### config.mk
export PLATFORM = sky130hd
export DESIGN_NAME = differential_thrust_motor_mixer
export DESIGN_NICKNAME = d
export VERILOG_FILES = /design/src/hw/rtl/dtm_pkg.sv /design/src/hw/rtl/dtm_cfg_regs.sv /design/src/hw/rtl/dtm_stick_term.sv /design/src/hw/rtl/dtm_motor_out.sv /design/src/hw/rtl/differential_thrust_motor_mixer.sv
export SDC_FILE = /design/constraint.sdc
export NUM_CORES = 1
export LEC_CHECK = 0
export BUFFER_PORTS_ARGS = -buffer_cell sky130_fd_sc_hd__clkbuf_2
export CORE_MARGIN = 8
export CORE_UTILIZATION = 30
export DETAILED_ROUTE_END_ITERATION = 16
export SKIP_CTS_REPAIR_TIMING = 1
export SLEW_MARGIN = 25
export SYNTH_ARGS = -nofsm -noshare
export SYNTH_HDL_FRONTEND = slang
export SYNTH_SLANG_ARGS = --single-unit
### constraint.sdc
create_clock -name clk -period 11.9 [get_ports clk]
set_clock_uncertainty 0.15 [all_clocks]
set_input_delay 1.19 -clock clk [delete_from_list [all_inputs] [get_ports clk]]
set_output_delay 1.19 -clock clk [all_outputs]
set_load 0.01 [all_outputs]
### src/hw/rtl/dtm_pkg.sv
// dtm_pkg: shared widths, constants, register codes and types for the
// four-motor roll/pitch mixer. No dependencies.
`timescale 1ns / 1ps
`default_nettype none

package dtm_pkg;

  // field widths
  localparam int RAW_W   = 15;  // Q7.8 percent input
  localparam int GAIN_W  = 10;  // Q2.8 gain
  localparam int PCT_W   = 7;   // whole percent output
  localparam int CFG_W   = 15;  // widest register
  localparam int IDX_W   = 2;   // register index

  // internal widths
  localparam int CTR_W   = 17;  // re-centred and doubled stick, signed
  localparam int STICK_W = 16;  // clamped stick, +/-25600, signed
  localparam int PROD_W  = STICK_W + GAIN_W + 1;  // stick times gain, signed
  localparam int TERM_W  = 18;  // scaled term, +/-102300, signed
  localparam int SUM_W   = 19;  // motor sum, signed

  // percent constants on the Q7.8 scale
  localparam logic [RAW_W-1:0]        PCT_FULL    = 15'd25600;
  localparam logic signed [CTR_W-1:0] PCT_CENTRE  = 17'sd12800;
  localparam logic signed [CTR_W-1:0] STICK_MAX   = 17'sd25600;
  localparam logic signed [CTR_W-1:0] STICK_MIN   = -17'sd25600;
  localparam logic signed [SUM_W-1:0] MOTOR_MAX   = 19'sd25600;

  // register reset values
  localparam logic [CFG_W-1:0]  FLOOR_RST    = 15'd0;
  localparam logic [CFG_W-1:0]  CEIL_RST     = 15'd25600;
  localparam logic [GAIN_W-1:0] GAIN_RST     = 10'd256;
  localparam logic [CFG_W-1:0]  DEADBAND_RST = 15'd1280;

  // register indexes
  typedef enum logic [IDX_W-1:0] {
    REG_THR_FLOOR  = 2'd0,
    REG_THR_CEIL   = 2'd1,
    REG_STICK_GAIN = 2'd2,
    REG_DEADBAND   = 2'd3
  } cfg_idx_t;

  // register file contents
  typedef struct packed {
    logic [CFG_W-1:0]  thr_floor;
    logic [CFG_W-1:0]  thr_ceil;
    logic [GAIN_W-1:0] stick_gain;
    logic [CFG_W-1:0]  deadband;
  } cfg_t;

endpackage

`default_nettype wire

### src/hw/rtl/dtm_cfg_regs.sv
// dtm_cfg_regs: configuration register file of the mixer.
// Depends on dtm_pkg.
`timescale 1ns / 1ps
`default_nettype none

module dtm_cfg_regs (
  input  wire logic                  clk,
  input  wire logic                  rst_n,
  input  wire logic                  cfg_we,
  input  wire logic [dtm_pkg::IDX_W-1:0] cfg_idx,
  input  wire logic [dtm_pkg::CFG_W-1:0] cfg_wdata,
  output dtm_pkg::cfg_t              cfg
);
  import dtm_pkg::*;

  cfg_t cfg_r;
  cfg_t cfg_nxt;

  // decode writes, dropping bits beyond each register
  always_comb begin
    cfg_nxt = cfg_r;
    if (cfg_we) begin
      case (cfg_idx_t'(cfg_idx))
        REG_THR_FLOOR:  cfg_nxt.thr_floor  = cfg_wdata;
        REG_THR_CEIL:   cfg_nxt.thr_ceil   = cfg_wdata;
        REG_STICK_GAIN: cfg_nxt.stick_gain = cfg_wdata[GAIN_W-1:0];
        REG_DEADBAND:   cfg_nxt.deadband   = cfg_wdata;
        default:        cfg_nxt = cfg_r;
      endcase
    end
  end

  always_ff @(posedge clk) begin
    if (!rst_n) begin
      cfg_r.thr_floor  <= FLOOR_RST;
      cfg_r.thr_ceil   <= CEIL_RST;
      cfg_r.stick_gain <= GAIN_RST;
      cfg_r.deadband   <= DEADBAND_RST;
    end else begin
      cfg_r <= cfg_nxt;
    end
  end

  assign cfg = cfg_r;

endmodule

`default_nettype wire

### src/hw/rtl/dtm_stick_term.sv
// dtm_stick_term: re-centres one stick channel, clamps it to +/-100 percent
// and scales it by the Q2.8 gain with floor rounding. Depends on dtm_pkg.
`timescale 1ns / 1ps
`default_nettype none

module dtm_stick_term (
  input  wire logic [dtm_pkg::RAW_W-1:0]         raw,
  input  wire logic [dtm_pkg::GAIN_W-1:0]        gain,
  output logic signed [dtm_pkg::TERM_W-1:0]      term
);
  import dtm_pkg::*;

  logic signed [CTR_W-1:0]   centred;
  logic signed [CTR_W-1:0]   doubled;
  logic signed [STICK_W-1:0] clamped;
  logic signed [PROD_W-1:0]  product;

  // (raw - 50%) * 2, fits 17 bits signed
  assign centred = $signed({2'b00, raw}) - PCT_CENTRE;
  assign doubled = centred <<< 1;

  // saturate to +/-100%
  always_comb begin
    if (doubled < STICK_MIN) begin
      clamped = STICK_MIN[STICK_W-1:0];
    end else if (doubled > STICK_MAX) begin
      clamped = STICK_MAX[STICK_W-1:0];
    end else begin
      clamped = doubled[STICK_W-1:0];
    end
  end

  // scale by gain, arithmetic shift gives floor
  assign product = PROD_W'(clamped) * $signed({1'b0, gain});
  assign term    = product[TERM_W+7:8];

endmodule

`default_nettype wire

### src/hw/rtl/dtm_motor_out.sv
// dtm_motor_out: clamps one motor sum to 0..100 percent, applies the
// deadband and truncates to whole percent. Depends on dtm_pkg.
`timescale 1ns / 1ps
`default_nettype none

module dtm_motor_out (
  input  wire logic signed [dtm_pkg::SUM_W-1:0] sum,
  input  wire logic [dtm_pkg::CFG_W-1:0]        deadband,
  output logic [dtm_pkg::PCT_W-1:0]             pct
);
  import dtm_pkg::*;

  logic [RAW_W-1:0] sat;
  logic [RAW_W-1:0] gated;

  // saturate to 0..100%
  always_comb begin
    if (sum < 0) begin
      sat = '0;
    end else if (sum > MOTOR_MAX) begin
      sat = PCT_FULL;
    end else begin
      sat = sum[RAW_W-1:0];
    end
  end

  // values strictly inside the deadband are cut to zero
  assign gated = ((sat != '0) && (sat < deadband)) ? '0 : sat;

  // whole percent, truncated
  assign pct = gated[RAW_W-1:8];

endmodule

`default_nettype wire

### src/hw/rtl/differential_thrust_motor_mixer.sv
// differential_thrust_motor_mixer: top level of the four-motor mixer.
// Depends on dtm_pkg, dtm_cfg_regs, dtm_stick_term and dtm_motor_out.
`timescale 1ns / 1ps
`default_nettype none

// Four-motor roll/pitch mixer. Each request carries throttle, roll and pitch
// in Q7.8 percent and yields one result of four whole-percent motor drives
// (left outer t+r+p, left inner t+r-p, right inner t-r-p, right outer t-r+p).
// The block is a two-register pipeline: a request is captured in an input
// register, mixed by one pass of logic (one 16x11 multiply per stick
// channel, adds and clamps) and held in a result register. out_valid is
// the valid bit of the result register; the result is taken at a rising edge
// where out_valid is high and out_stall low. One request is taken every cycle
// while out_stall stays low; in_stall rises only when both registers are
// full and the result side is stalling. Configuration registers are written
// through cfg_we/cfg_idx/cfg_wdata and must only change while the pipeline
// is empty.
module differential_thrust_motor_mixer (
  input  wire logic                        clk,
  input  wire logic                        rst_n,
  // configuration
  input  wire logic                        cfg_we,
  input  wire logic [dtm_pkg::IDX_W-1:0]   cfg_idx,
  input  wire logic [dtm_pkg::CFG_W-1:0]   cfg_wdata,
  // stick requests
  input  wire logic                        in_valid,
  output logic                             in_stall,
  input  wire logic [dtm_pkg::RAW_W-1:0]   in_throttle_raw,
  input  wire logic [dtm_pkg::RAW_W-1:0]   in_roll_raw,
  input  wire logic [dtm_pkg::RAW_W-1:0]   in_pitch_raw,
  // motor results
  output logic                             out_valid,
  input  wire logic                        out_stall,
  output logic [dtm_pkg::PCT_W-1:0]        out_left_outer_pct,
  output logic [dtm_pkg::PCT_W-1:0]        out_left_inner_pct,
  output logic [dtm_pkg::PCT_W-1:0]        out_right_inner_pct,
  output logic [dtm_pkg::PCT_W-1:0]        out_right_outer_pct
);
  import dtm_pkg::*;

  cfg_t cfg;

  logic             s1_valid_r;
  logic [RAW_W-1:0] thr_r;
  logic [RAW_W-1:0] roll_r;
  logic [RAW_W-1:0] pitch_r;

  logic             out_valid_r;
  logic [PCT_W-1:0] lo_r, li_r, ri_r, ro_r;
  logic [PCT_W-1:0] lo_nxt, li_nxt, ri_nxt, ro_nxt;

  logic out_en;
  logic s1_en;

  logic [RAW_W-1:0]         thr_clamped;
  logic signed [TERM_W-1:0] roll_term;
  logic signed [TERM_W-1:0] pitch_term;
  logic signed [SUM_W-1:0]  t_ext, r_ext, p_ext;
  logic signed [SUM_W-1:0]  sum_lo, sum_li, sum_ri, sum_ro;

  dtm_cfg_regs u_cfg (
    .clk       (clk),
    .rst_n     (rst_n),
    .cfg_we    (cfg_we),
    .cfg_idx   (cfg_idx),
    .cfg_wdata (cfg_wdata),
    .cfg       (cfg)
  );

  // pipeline enables
  assign out_en   = !out_valid_r || !out_stall;
  assign s1_en    = !s1_valid_r || out_en;
  assign in_stall = !s1_en;

  // input register
  always_ff @(posedge clk) begin
    if (!rst_n) begin
      s1_valid_r <= 1'b0;
    end else if (s1_en) begin
      s1_valid_r <= in_valid;
    end
  end

  always_ff @(posedge clk) begin
    if (s1_en && in_valid) begin
      thr_r   <= in_throttle_raw;
      roll_r  <= in_roll_raw;
      pitch_r <= in_pitch_raw;
    end
  end

  // throttle clamp, floor tested first
  always_comb begin
    if (thr_r < cfg.thr_floor) begin
      thr_clamped = cfg.thr_floor;
    end else if (thr_r > cfg.thr_ceil) begin
      thr_clamped = cfg.thr_ceil;
    end else begin
      thr_clamped = thr_r;
    end
  end

  dtm_stick_term u_roll (
    .raw  (roll_r),
    .gain (cfg.stick_gain),
    .term (roll_term)
  );

  dtm_stick_term u_pitch (
    .raw  (pitch_r),
    .gain (cfg.stick_gain),
    .term (pitch_term)
  );

  // motor mix
  assign t_ext  = $signed({{(SUM_W-RAW_W){1'b0}}, thr_clamped});
  assign r_ext  = SUM_W'(roll_term);
  assign p_ext  = SUM_W'(pitch_term);
  assign sum_lo = t_ext + r_ext + p_ext;
  assign sum_li = t_ext + r_ext - p_ext;
  assign sum_ri = t_ext - r_ext - p_ext;
  assign sum_ro = t_ext - r_ext + p_ext;

  dtm_motor_out u_lo (.sum(sum_lo), .deadband(cfg.deadband), .pct(lo_nxt));
  dtm_motor_out u_li (.sum(sum_li), .deadband(cfg.deadband), .pct(li_nxt));
  dtm_motor_out u_ri (.sum(sum_ri), .deadband(cfg.deadband), .pct(ri_nxt));
  dtm_motor_out u_ro (.sum(sum_ro), .deadband(cfg.deadband), .pct(ro_nxt));

  // result register
  always_ff @(posedge clk) begin
    if (!rst_n) begin
      out_valid_r <= 1'b0;
    end else if (out_en) begin
      out_valid_r <= s1_valid_r;
    end
  end

  always_ff @(posedge clk) begin
    if (out_en && s1_valid_r) begin
      lo_r <= lo_nxt;
      li_r <= li_nxt;
      ri_r <= ri_nxt;
      ro_r <= ro_nxt;
    end
  end

  assign out_valid           = out_valid_r;
  assign out_left_outer_pct  = lo_r;
  assign out_left_inner_pct  = li_r;
  assign out_right_inner_pct = ri_r;
  assign out_right_outer_pct = ro_r;

endmodule

`default_nettype wire
==> results of run 1 <==
[worst paths after layout]
kind	cells past startpoint	endpoint	slack (ns)
setup reg to reg	58	out_right_outer_pct[1]	0.27
setup / recovery	58	out_right_outer_pct[1]	0.27
hold reg to reg	2	u_cfg.cfg[9]	0.31
hold / removal	2	u_cfg.cfg[9]	0.31
[cells in the final DEF, fill, tap and decap left out, types with 9 or more instances in the layout]
| master | count |
|---|---|
| nor3_1 | 36 |
| o211ai_1 | 18 |
| o21bai_1 | 18 |
| clkbuf_16 | 20 |
| xnor2_1 | 87 |
| nand2_1 | 271 |
| mux2i_1 | 34 |
| o21ai_2 | 14 |
| a21o_1 | 57 |
| a21boi_0 | 49 |
| nor2b_1 | 38 |
| a31oi_1 | 13 |
| and3_1 | 52 |
| fa_1 | 263 |
| o21ai_1 | 17 |
| ha_1 | 265 |
| clkbuf_2 | 96 |
| ha_4 | 20 |
| nand2b_1 | 26 |
| edfxtp_1 | 73 |
| dfxtp_1 | 57 |
| xor2_1 | 26 |
| o21a_1 | 23 |
| nor3_2 | 22 |
| xnor2_2 | 17 |
| or2_2 | 14 |
| nor2_2 | 13 |
| a211oi_1 | 12 |
| fa_2 | 9 |
| and2_1 | 130 |
| buf_6 | 27 |
| inv_1 | 375 |
| nor2_1 | 145 |
| o21ai_0 | 38 |
| nand4_1 | 27 |
| nand3_1 | 61 |
| a21oi_1 | 79 |
| buf_4 | 387 |
| nor4_1 | 10 |
| a21oi_2 | 31 |
[metal layers]
metal | share of wire [%] | wire length, µm
met5 | 0.018 | 13
met4 | 2.6 | 1910
met3 | 4.2 | 3100
met2 | 49 | 36300
met1 | 44 | 32400
[registers in the layout, summed over array words and instances, names as in the netlist]
name / flops
pitch_r: 15
s1_valid_r: 1
out_left_inner_pct: 7
thr_r: 15
out_left_outer_pct: 7
out_right_outer_pct: 7
out_right_inner_pct: 7
roll_r: 15
u_cfg.cfg: 55
out_valid: 1
[through the flow]
stage / cell area (µm²) / setup TNS, ns / instances
floorplan: 24200 / 0 / 2799
global placement: 28300 / -2.31 / 4204
detailed placement: 28300 / -4.80 / 4204
CTS: 28900 / -5.92 / 4236
global route: 31000 / -2.28 / 4292
finish: 31000 / 0 / 4294
[layout make-up]
class                   count  share of cell area (%)
diodes                      2                  0.0161
clock buffers              20                    1.51
clock inverters            12                   0.347
inverters                 386                    4.69
multi-input cells        2169                    66.2
flip-flops and latches    130                    10.8
well taps                1060                    4.28
repair buffers            515                    12.2
[critical path: cells and delay by family, from the launching register on]
family	cells	cell delay (ns)
AO/OA/AOI/OAI	23	3.85
XOR/XNOR	2	0.28
adder cells (fa/ha/maj)	10	3.90
buffers and inverters	11	1.30
flip-flops	1	0.38
AND/OR/NAND/NOR	12	1.53
[kinds of logic (layout without fill, tap and decap cells)]
| kind of cell | Yosys count | after routing | synth area share (%) |
|---|---|---|---|
| XOR/XNOR | 141 | 141 | 5.29 |
| buffers and inverters | 500 | 933 | 7.85 |
| multiplexers | 40 | 40 | 1.73 |
| adder cells (fa/ha/maj) | 565 | 565 | 37.7 |
| AND/OR/NAND/NOR | 919 | 919 | 18.9 |
| AO/OA/AOI/OAI | 504 | 504 | 14.6 |
| flip-flops | 130 | 130 | 13.8 |
| other | 0 | 2 | 0 |
==> results.ini, run 1 <==
[floorplanning]
chipHeight_um = 300
fp.dieW_um = 300
core_mm2 = 0.0802
die-area_mm2 = 0.0898
pin_count = 97
num_rows = 104
start_util_pct = 30.1

[global_routing]
grt-busiest-layer = met2
grt_use_met2_pct = 27.9
grt_pass1_wl_um = 115000
gr-usage-met3_pct = 2.43
grt_overflow = 0
grt_max_degree = 58
antenna_found_initial = 2
grt_pass1_vias = 21500
grt_usage_pct = 16.0
grtUsageMet1_pct = 20.2

[cts]
cts.reportedPaths.clkPinSlew_ns = 0.07
cts_sinks = 130
clock_latency_ns = 0.49
ctsLongestPathBuffers = 2
cts-root-buf = clkbuf_16
tritoncts = done
htree_levels = 4
cts_inserted_buffers = 17

[sta]
finalCritPeriodShare_pct = 97.8
fmaxAchievable_ghz = 0.0860
timing.final.hold_violations = 0
worstMarginPinSlew_ns = 0.870
setup_ws_ns = 0.267
worst_hold_slack_ns = 0.312
setup_violations = 0
period_needed_ns = 11.63
rsz0062_at_grt = true
slew_viol_final = 0
relSlewSlack_pct = 41.9

[synthesis]
synth_cells = 2799
async_flop_share_pct = 0
synthTopCellsByArea = fa_1, ha_1, edfxtp_1
synth_top_cell_by_area = fa_1
ys.flop_type = edfxtp_1
synth_most_common_cell = inv_1
synth_area_mm2 = 0.0241
yosys_register_bits = 130
yosys.cell_types.count = 93
ys_seq_area_share_pct = 13.8
yosysWarnings = 0
synth_area_per_cell_um2 = 8.62
synthesis.nets = 3431
synthTopCellsByCount = inv_1, ha_1, nand2_1, fa_1, nor2_1
synth-edff-count = 73
yosys.area.top_type_share_pct = 22.6

[cells_and_area]
post-route-util_pct = 38.7
multi_input_area_mm2 = 0.0205
seq_area_mm2 = 0.00333
drive_gt1_share_pct = 26.1
syn_to_final_growth_pct = 28.4
nFillCells = 8137
nNetsFinal = 3851

[worst_setup_path]
criticalPathCategory = reg -> reg
r2r_start = roll_r[10]
cp.arrival_ns = 11.72
cp-start-kind = register
crit_path_max_fanout = 14
cp.required_ns = 11.98
cp-end-kind = register
cp-startpoint = roll_r[10]
slowest_delay_ns = 0.57
slowest_stage = fa_1

[run]
drv_cap = 0

[placement]
dp_hpwl_um = 60200
dp_slack_ns = -0.314
gp_congestion = 0.951
numPortBuffers = 96

[min_path]
hp-start = u_cfg.cfg[9]
hold_class = reg -> reg

[drt]
wl_um = 73700
drtIter0Drc = 1051
wl_per_cell_um = 17.2
antenna_left = 0
vias = 21100
drc = 0
dr.pass1.iters = 5
avgViaCountPerCell = 4.92

[outcome]
status = complete, no violations

Power of run 1 is left out: the tool's default activity adds up to more than one toggle a clock period on the data nets, which glitch-free logic cannot reach.
==> run 2: changes to the inputs <==
- CAP_MARGIN: not set -> 25
- CORE_UTILIZATION: 30 -> 45
- REMOVE_ABC_BUFFERS: not set -> 1
==> run 2 against run 1 <==
The flow now finishes with violations (negative setup slack). Clock-buffer cell count is the same. Fmax down 2.4%. Design area is 0.87% higher. Sequential share of layout area down 0.093 points. Critical endpoint is now out_right_outer_pct[4].
==> results.ini, run 2 (synthesis gave the netlist of run 1 again) <==
[floorplanning]
pin_count = 97
chipHeight_um = 248
fp.dieW_um = 248
die-area_mm2 = 0.0613
num_rows = 85
core_mm2 = 0.0534
start_util_pct = 45.2

[cells_and_area]
largest_reg_flops = 55
nNetsFinal = 3872
nFillCells = 4629
drive_gt1_share_pct = 28.4
antennaDiodeCount = 0
post-route-util_pct = 58.6
syn_to_final_growth_pct = 29.5
final_cell_mix = buf_4, inv_1, nand2_1, fa_1, ha_1
layout_commonest_cell = buf_4

[outcome]
failed_checks = negative setup slack
status = complete, but fails checks

[sta]
worstMarginPinSlew_ns = 0.852
finalCritPeriodShare_pct = 100
period_needed_ns = 11.91
setup_violations = 2
worst_hold_slack_ns = 0.314
rsz0062_at_grt = true
setup_ws_ns = -0.0141
fmaxAchievable_ghz = 0.0839
setup_tns_ns = -0.0264
relSlewSlack_pct = 43.1
slew_viol_final = 0
timing.final.hold_violations = 0

[global_routing]
grt_max_degree = 58
grt_overflow = 0
grt_usage_pct = 23.6
grt_pass1_wl_um = 115000
grt_pass1_vias = 21700
antenna_found_initial = 2

[drt]
antenna_left = 0
wl_um = 75800
vias = 21800
drtIter0Drc = 1354
drc = 0
avgViaCountPerCell = 5.51
dr.pass1.iters = 7
wl_per_cell_um = 19.2

[cts]
cts.reportedPaths.clkPinSlew_ns = 0.07
cts-root-buf = clkbuf_16
clock_latency_ns = 0.50
cts_sinks = 130
tritoncts = done
cts_inserted_buffers = 17
htree_levels = 4
ctsLongestPathBuffers = 2

[worst_setup_path]
slowest_stage = fa_1
crit_path_max_fanout = 7
critPathCapture = out_right_outer_pct[4]
cp.required_ns = 11.98
criticalPathCategory = reg -> reg
path_common_cell = a21o_1
worst-path-stages = 55
path_buf_inv = 11
rrSetupSlack_ns = -0.01
worstRegToRegCells = 55
cp-start-kind = register
r2r_start = roll_r[9]
slowest_delay_ns = 0.51
crit_family = compound AO/OA/AOI/OAI gates
cp-startpoint = roll_r[9]
cp.arrival_ns = 12.00
cp-end-kind = register
worstReg2RegEnd = out_right_outer_pct[4]

[placement]
numPortBuffers = 96
gp_congestion = 0.950
dp_hpwl_um = 60800

[run]
drv_cap = 0

[min_path]
hp-start = u_cfg.cfg[5]
hold_class = reg -> reg

==> run 2: through the flow <==
step	setup WS (ns)	instances	instance area, µm²
after floorplan	-0.859	2685	23700
after global placement	-0.521	3850	27900
after detailed placement	-0.795	3850	27900
after CTS	-0.871	3882	28500
after global routing	-0.464	3949	31300
final	-0.0141	3949	31300
==> run 2: worst min path at each step <==
stage	to	slack, ns	cells past startpoint
2_1_floorplan	u_cfg.cfg[11]	0.29	2
3_3_place_gp	u_cfg.cfg[42]	0.30	2
3_5_place_dp	u_cfg.cfg[4]	0.31	2
4_1_cts	u_cfg.cfg[4]	0.32	2
5_1_grt	u_cfg.cfg[42]	0.33	2
6_report	u_cfg.cfg[5]	0.31	2
==> run 2: layout make-up <==
class	instances	area [µm²]	area share (%)
Sequential cell	130	3330	10.7
Clock buffer	20	489	1.56
Multi-Input combinational cell	2171	21000	67.2
Clock inverter	12	104	0.332
Inverter	386	1450	4.65
Tap cell	696	871	2.78
Timing Repair Buffer	534	4010	12.8
==> run 2: worst reg2reg max path: cells and delay by family (launching register included) <==
family / cells / cell delay [ns]
xor gates and xnor gates: 2 / 0.56
adders and majority gates: 10 / 3.75
DFF: 1 / 0.42
buffers and inverters: 11 / 1.25
AOI/OAI and AO/OA: 22 / 4.38
and+or+nand+nor: 10 / 1.16
==> run 2: metal layers <==
metal / share of wire (%) / wire, µm / up-vias / track usage, %
li1: - / - / 10300 / -
met1: 43 / 32300 / 10700 / 30.1
met2: 49 / 37000 / 659 / 40.9
met3: 4.9 / 3750 / 146 / 3.43
met4: 3.7 / 2790 / 2 / 7.38
met5: 0.017 / 13 / - / 0
Power of run 2 is left out for the same reason.
==> run 3: changes to the inputs <==
- SYNTH_HIERARCHICAL: not set -> 1
==> run 3 against run 2 <==
The flow now finishes without violations. Non-clock buffer count shrank 157. Die area grew 2.8%. Critical endpoint is now out_left_outer_pct[4]. Register-to-register slack improved by 0.17 ns. Sequential share of layout area grew 0.40 points. Fmax up 1.5%. Global-route usage decreased by 1.6 points. Wire length is 2.7% lower. Highest routed layer is now met4. Worst hold slack gained 0.013 ns. Largest cell class unchanged. Core utilization is 3.7 points lower. First-iteration DRC count fell by 0.37%. Worst setup slack gained 0.17 ns.
==> results.ini, run 3 <==
[global_routing]
grt_max_degree = 75
grt_pass1_vias = 21100
grt_pass1_wl_um = 112000
antenna_found_initial = 0
grt_overflow = 0
grt_usage_pct = 22.0

[cells_and_area]
antennaDiodeCount = 0
layout_commonest_cell = inv_1
syn_to_final_growth_pct = 21.2
seq_area_mm2 = 0.00333
final_cell_mix = inv_1, fa_1, buf_4, ha_1, nand2_1
largest_reg_flops = 55
drive_gt1_share_pct = 22.4
nFillCells = 4918
nNetsFinal = 3815
multi_input_area_mm2 = 0.0206

[floorplanning]
start_util_pct = 45.3
num_rows = 86
die-area_mm2 = 0.0630
pin_count = 97
core_mm2 = 0.0549
fp.dieW_um = 251
chipHeight_um = 251

[sta]
worstMarginPinSlew_ns = 1.05
period_needed_ns = 11.74
rsz0062_at_grt = true
worst_hold_slack_ns = 0.327
setup_violations = 0
relSlewSlack_pct = 30.0
timing.final.hold_violations = 0
slew_viol_final = 0
fmaxAchievable_ghz = 0.0852
finalCritPeriodShare_pct = 98.7

[synthesis]
synth_most_common_cell = inv_1
synth-edff-count = 73
async_flop_share_pct = 0
synthTopCellsByCount = inv_1, ha_1, fa_1, nand2_1, and3_1
synth_area_mm2 = 0.0249
yosysWarnings = 6
synthTopCellsByArea = fa_1, ha_1, edfxtp_1
ys_seq_area_share_pct = 13.4
yosys.area.top_type_share_pct = 21.9
synth_top_cell_by_area = fa_1
yosys_register_bits = 130
synth_cells = 2893
ys.flop_type = edfxtp_1
yosys.cell_types.count = 106
synth_area_per_cell_um2 = 8.59

[min_path]
hold_end = u_cfg/cfg[32]
holdPathStages = 2
hold_class = reg -> reg
hp-start = u_cfg/cfg[32]

[cts]
cts_inserted_buffers = 17
ctsLongestPathBuffers = 2
cts-root-buf = clkbuf_16
tritoncts = done
cts_sinks = 130
htree_levels = 4
cts.reportedPaths.clkPinSlew_ns = 0.07
clock_latency_ns = 0.50

[placement]
gp_congestion = 0.950
numPortBuffers = 96
dp_hpwl_um = 58100

[worst_setup_path]
criticalPathCategory = reg -> reg
slowest_stage = fa_2
cp.required_ns = 12.10
cp-end-kind = register
rrSetupSlack_ns = 0.16
path_buf_inv = 11
path_common_cell = inv_1
worstRegToRegCells = 50
crit_family = adder cells
worstReg2RegEnd = out_left_outer_pct[4]
r2r_start = roll_r[10]
cp.arrival_ns = 11.94
crit_path_max_fanout = 11
cp-start-kind = register
slowest_delay_ns = 0.61

[drt]
avgViaCountPerCell = 5.49
antenna_left = 0
drc = 0
dr.pass1.iters = 5
wl_um = 73800
vias = 21400
drtIter0Drc = 1349
wl_per_cell_um = 18.9

[outcome]
status = complete, no violations

[run]
drv_cap = 0

run 3: per-layer routing:
| metal | track usage [%] | up-vias | share of wire, % |
|---|---|---|---|
| li1 | - | 10100 | - |
| met1 | 28.5 | 10500 | 43 |
| met2 | 36.8 | 631 | 48 |
| met3 | 2.98 | 137 | 5.0 |
| met4 | 8.76 | 0 | 4.0 |
| met5 | 0 | - | 0 |
run 3: kinds of logic after synthesis:
kind of cell | Yosys count | synth area share (%)
and+or+nand+nor | 859 | 18.3
buffers and inverters | 662 | 10.5
adders and majority gates | 569 | 36.9
AOI/OAI and AO/OA | 453 | 12.8
xor gates and xnor gates | 147 | 5.18
DFF | 130 | 13.4
muxes | 73 | 2.96
run 3: worst min-delay path: cells and delay by family (launching register included):
family | cells | cell delay [ns]
simple gates | 1 | 0.05
flops | 1 | 0.32
mux | 1 | 0.05
run 3: worst max-delay path by stage:
stage / to / cells after the start / start / slack (ns)
floorplan: out_right_outer_pct[0] / 44 / roll_r[9] / -1.54
detailed placement: out_right_inner_pct[3] / 48 / roll_r[9] / -0.49
finish: out_left_outer_pct[4] / 50 / roll_r[10] / 0.16
global route: out_left_outer_pct[4] / 53 / roll_r[10] / -0.29
global placement: out_right_inner_pct[3] / 49 / roll_r[9] / -0.31
CTS: out_right_inner_pct[3] / 48 / roll_r[9] / -0.53
run 3: cell type report:
| cell class | instances | area share (%) |
|---|---|---|
| multi-input cells | 2103 | 68.2 |
| flip-flops and latches | 130 | 11.1 |
| repair buffers | 377 | 9.05 |
| inverters | 550 | 6.85 |
| well taps | 704 | 2.92 |
| clock buffers | 18 | 1.49 |
| clock inverters | 14 | 0.423 |
run 3: per-stage QoR:
stage / TNS (ns) / util [%] / area, µm² / worst slack (ns) / cells
finish: 0 / 54.9 / 30100 / 0.159 / 3896
global route: -5.75 / 54.9 / 30100 / -0.290 / 3896
CTS: -11.97 / 50.5 / 27700 / -0.531 / 3803
detailed placement: -10.66 / 49.4 / 27100 / -0.487 / 3771
global placement: -5.03 / 49.4 / 27100 / -0.311 / 3771
floorplan: -38.39 / - / 24300 / -1.54 / 2781
Power of run 3 is left out for the same reason.
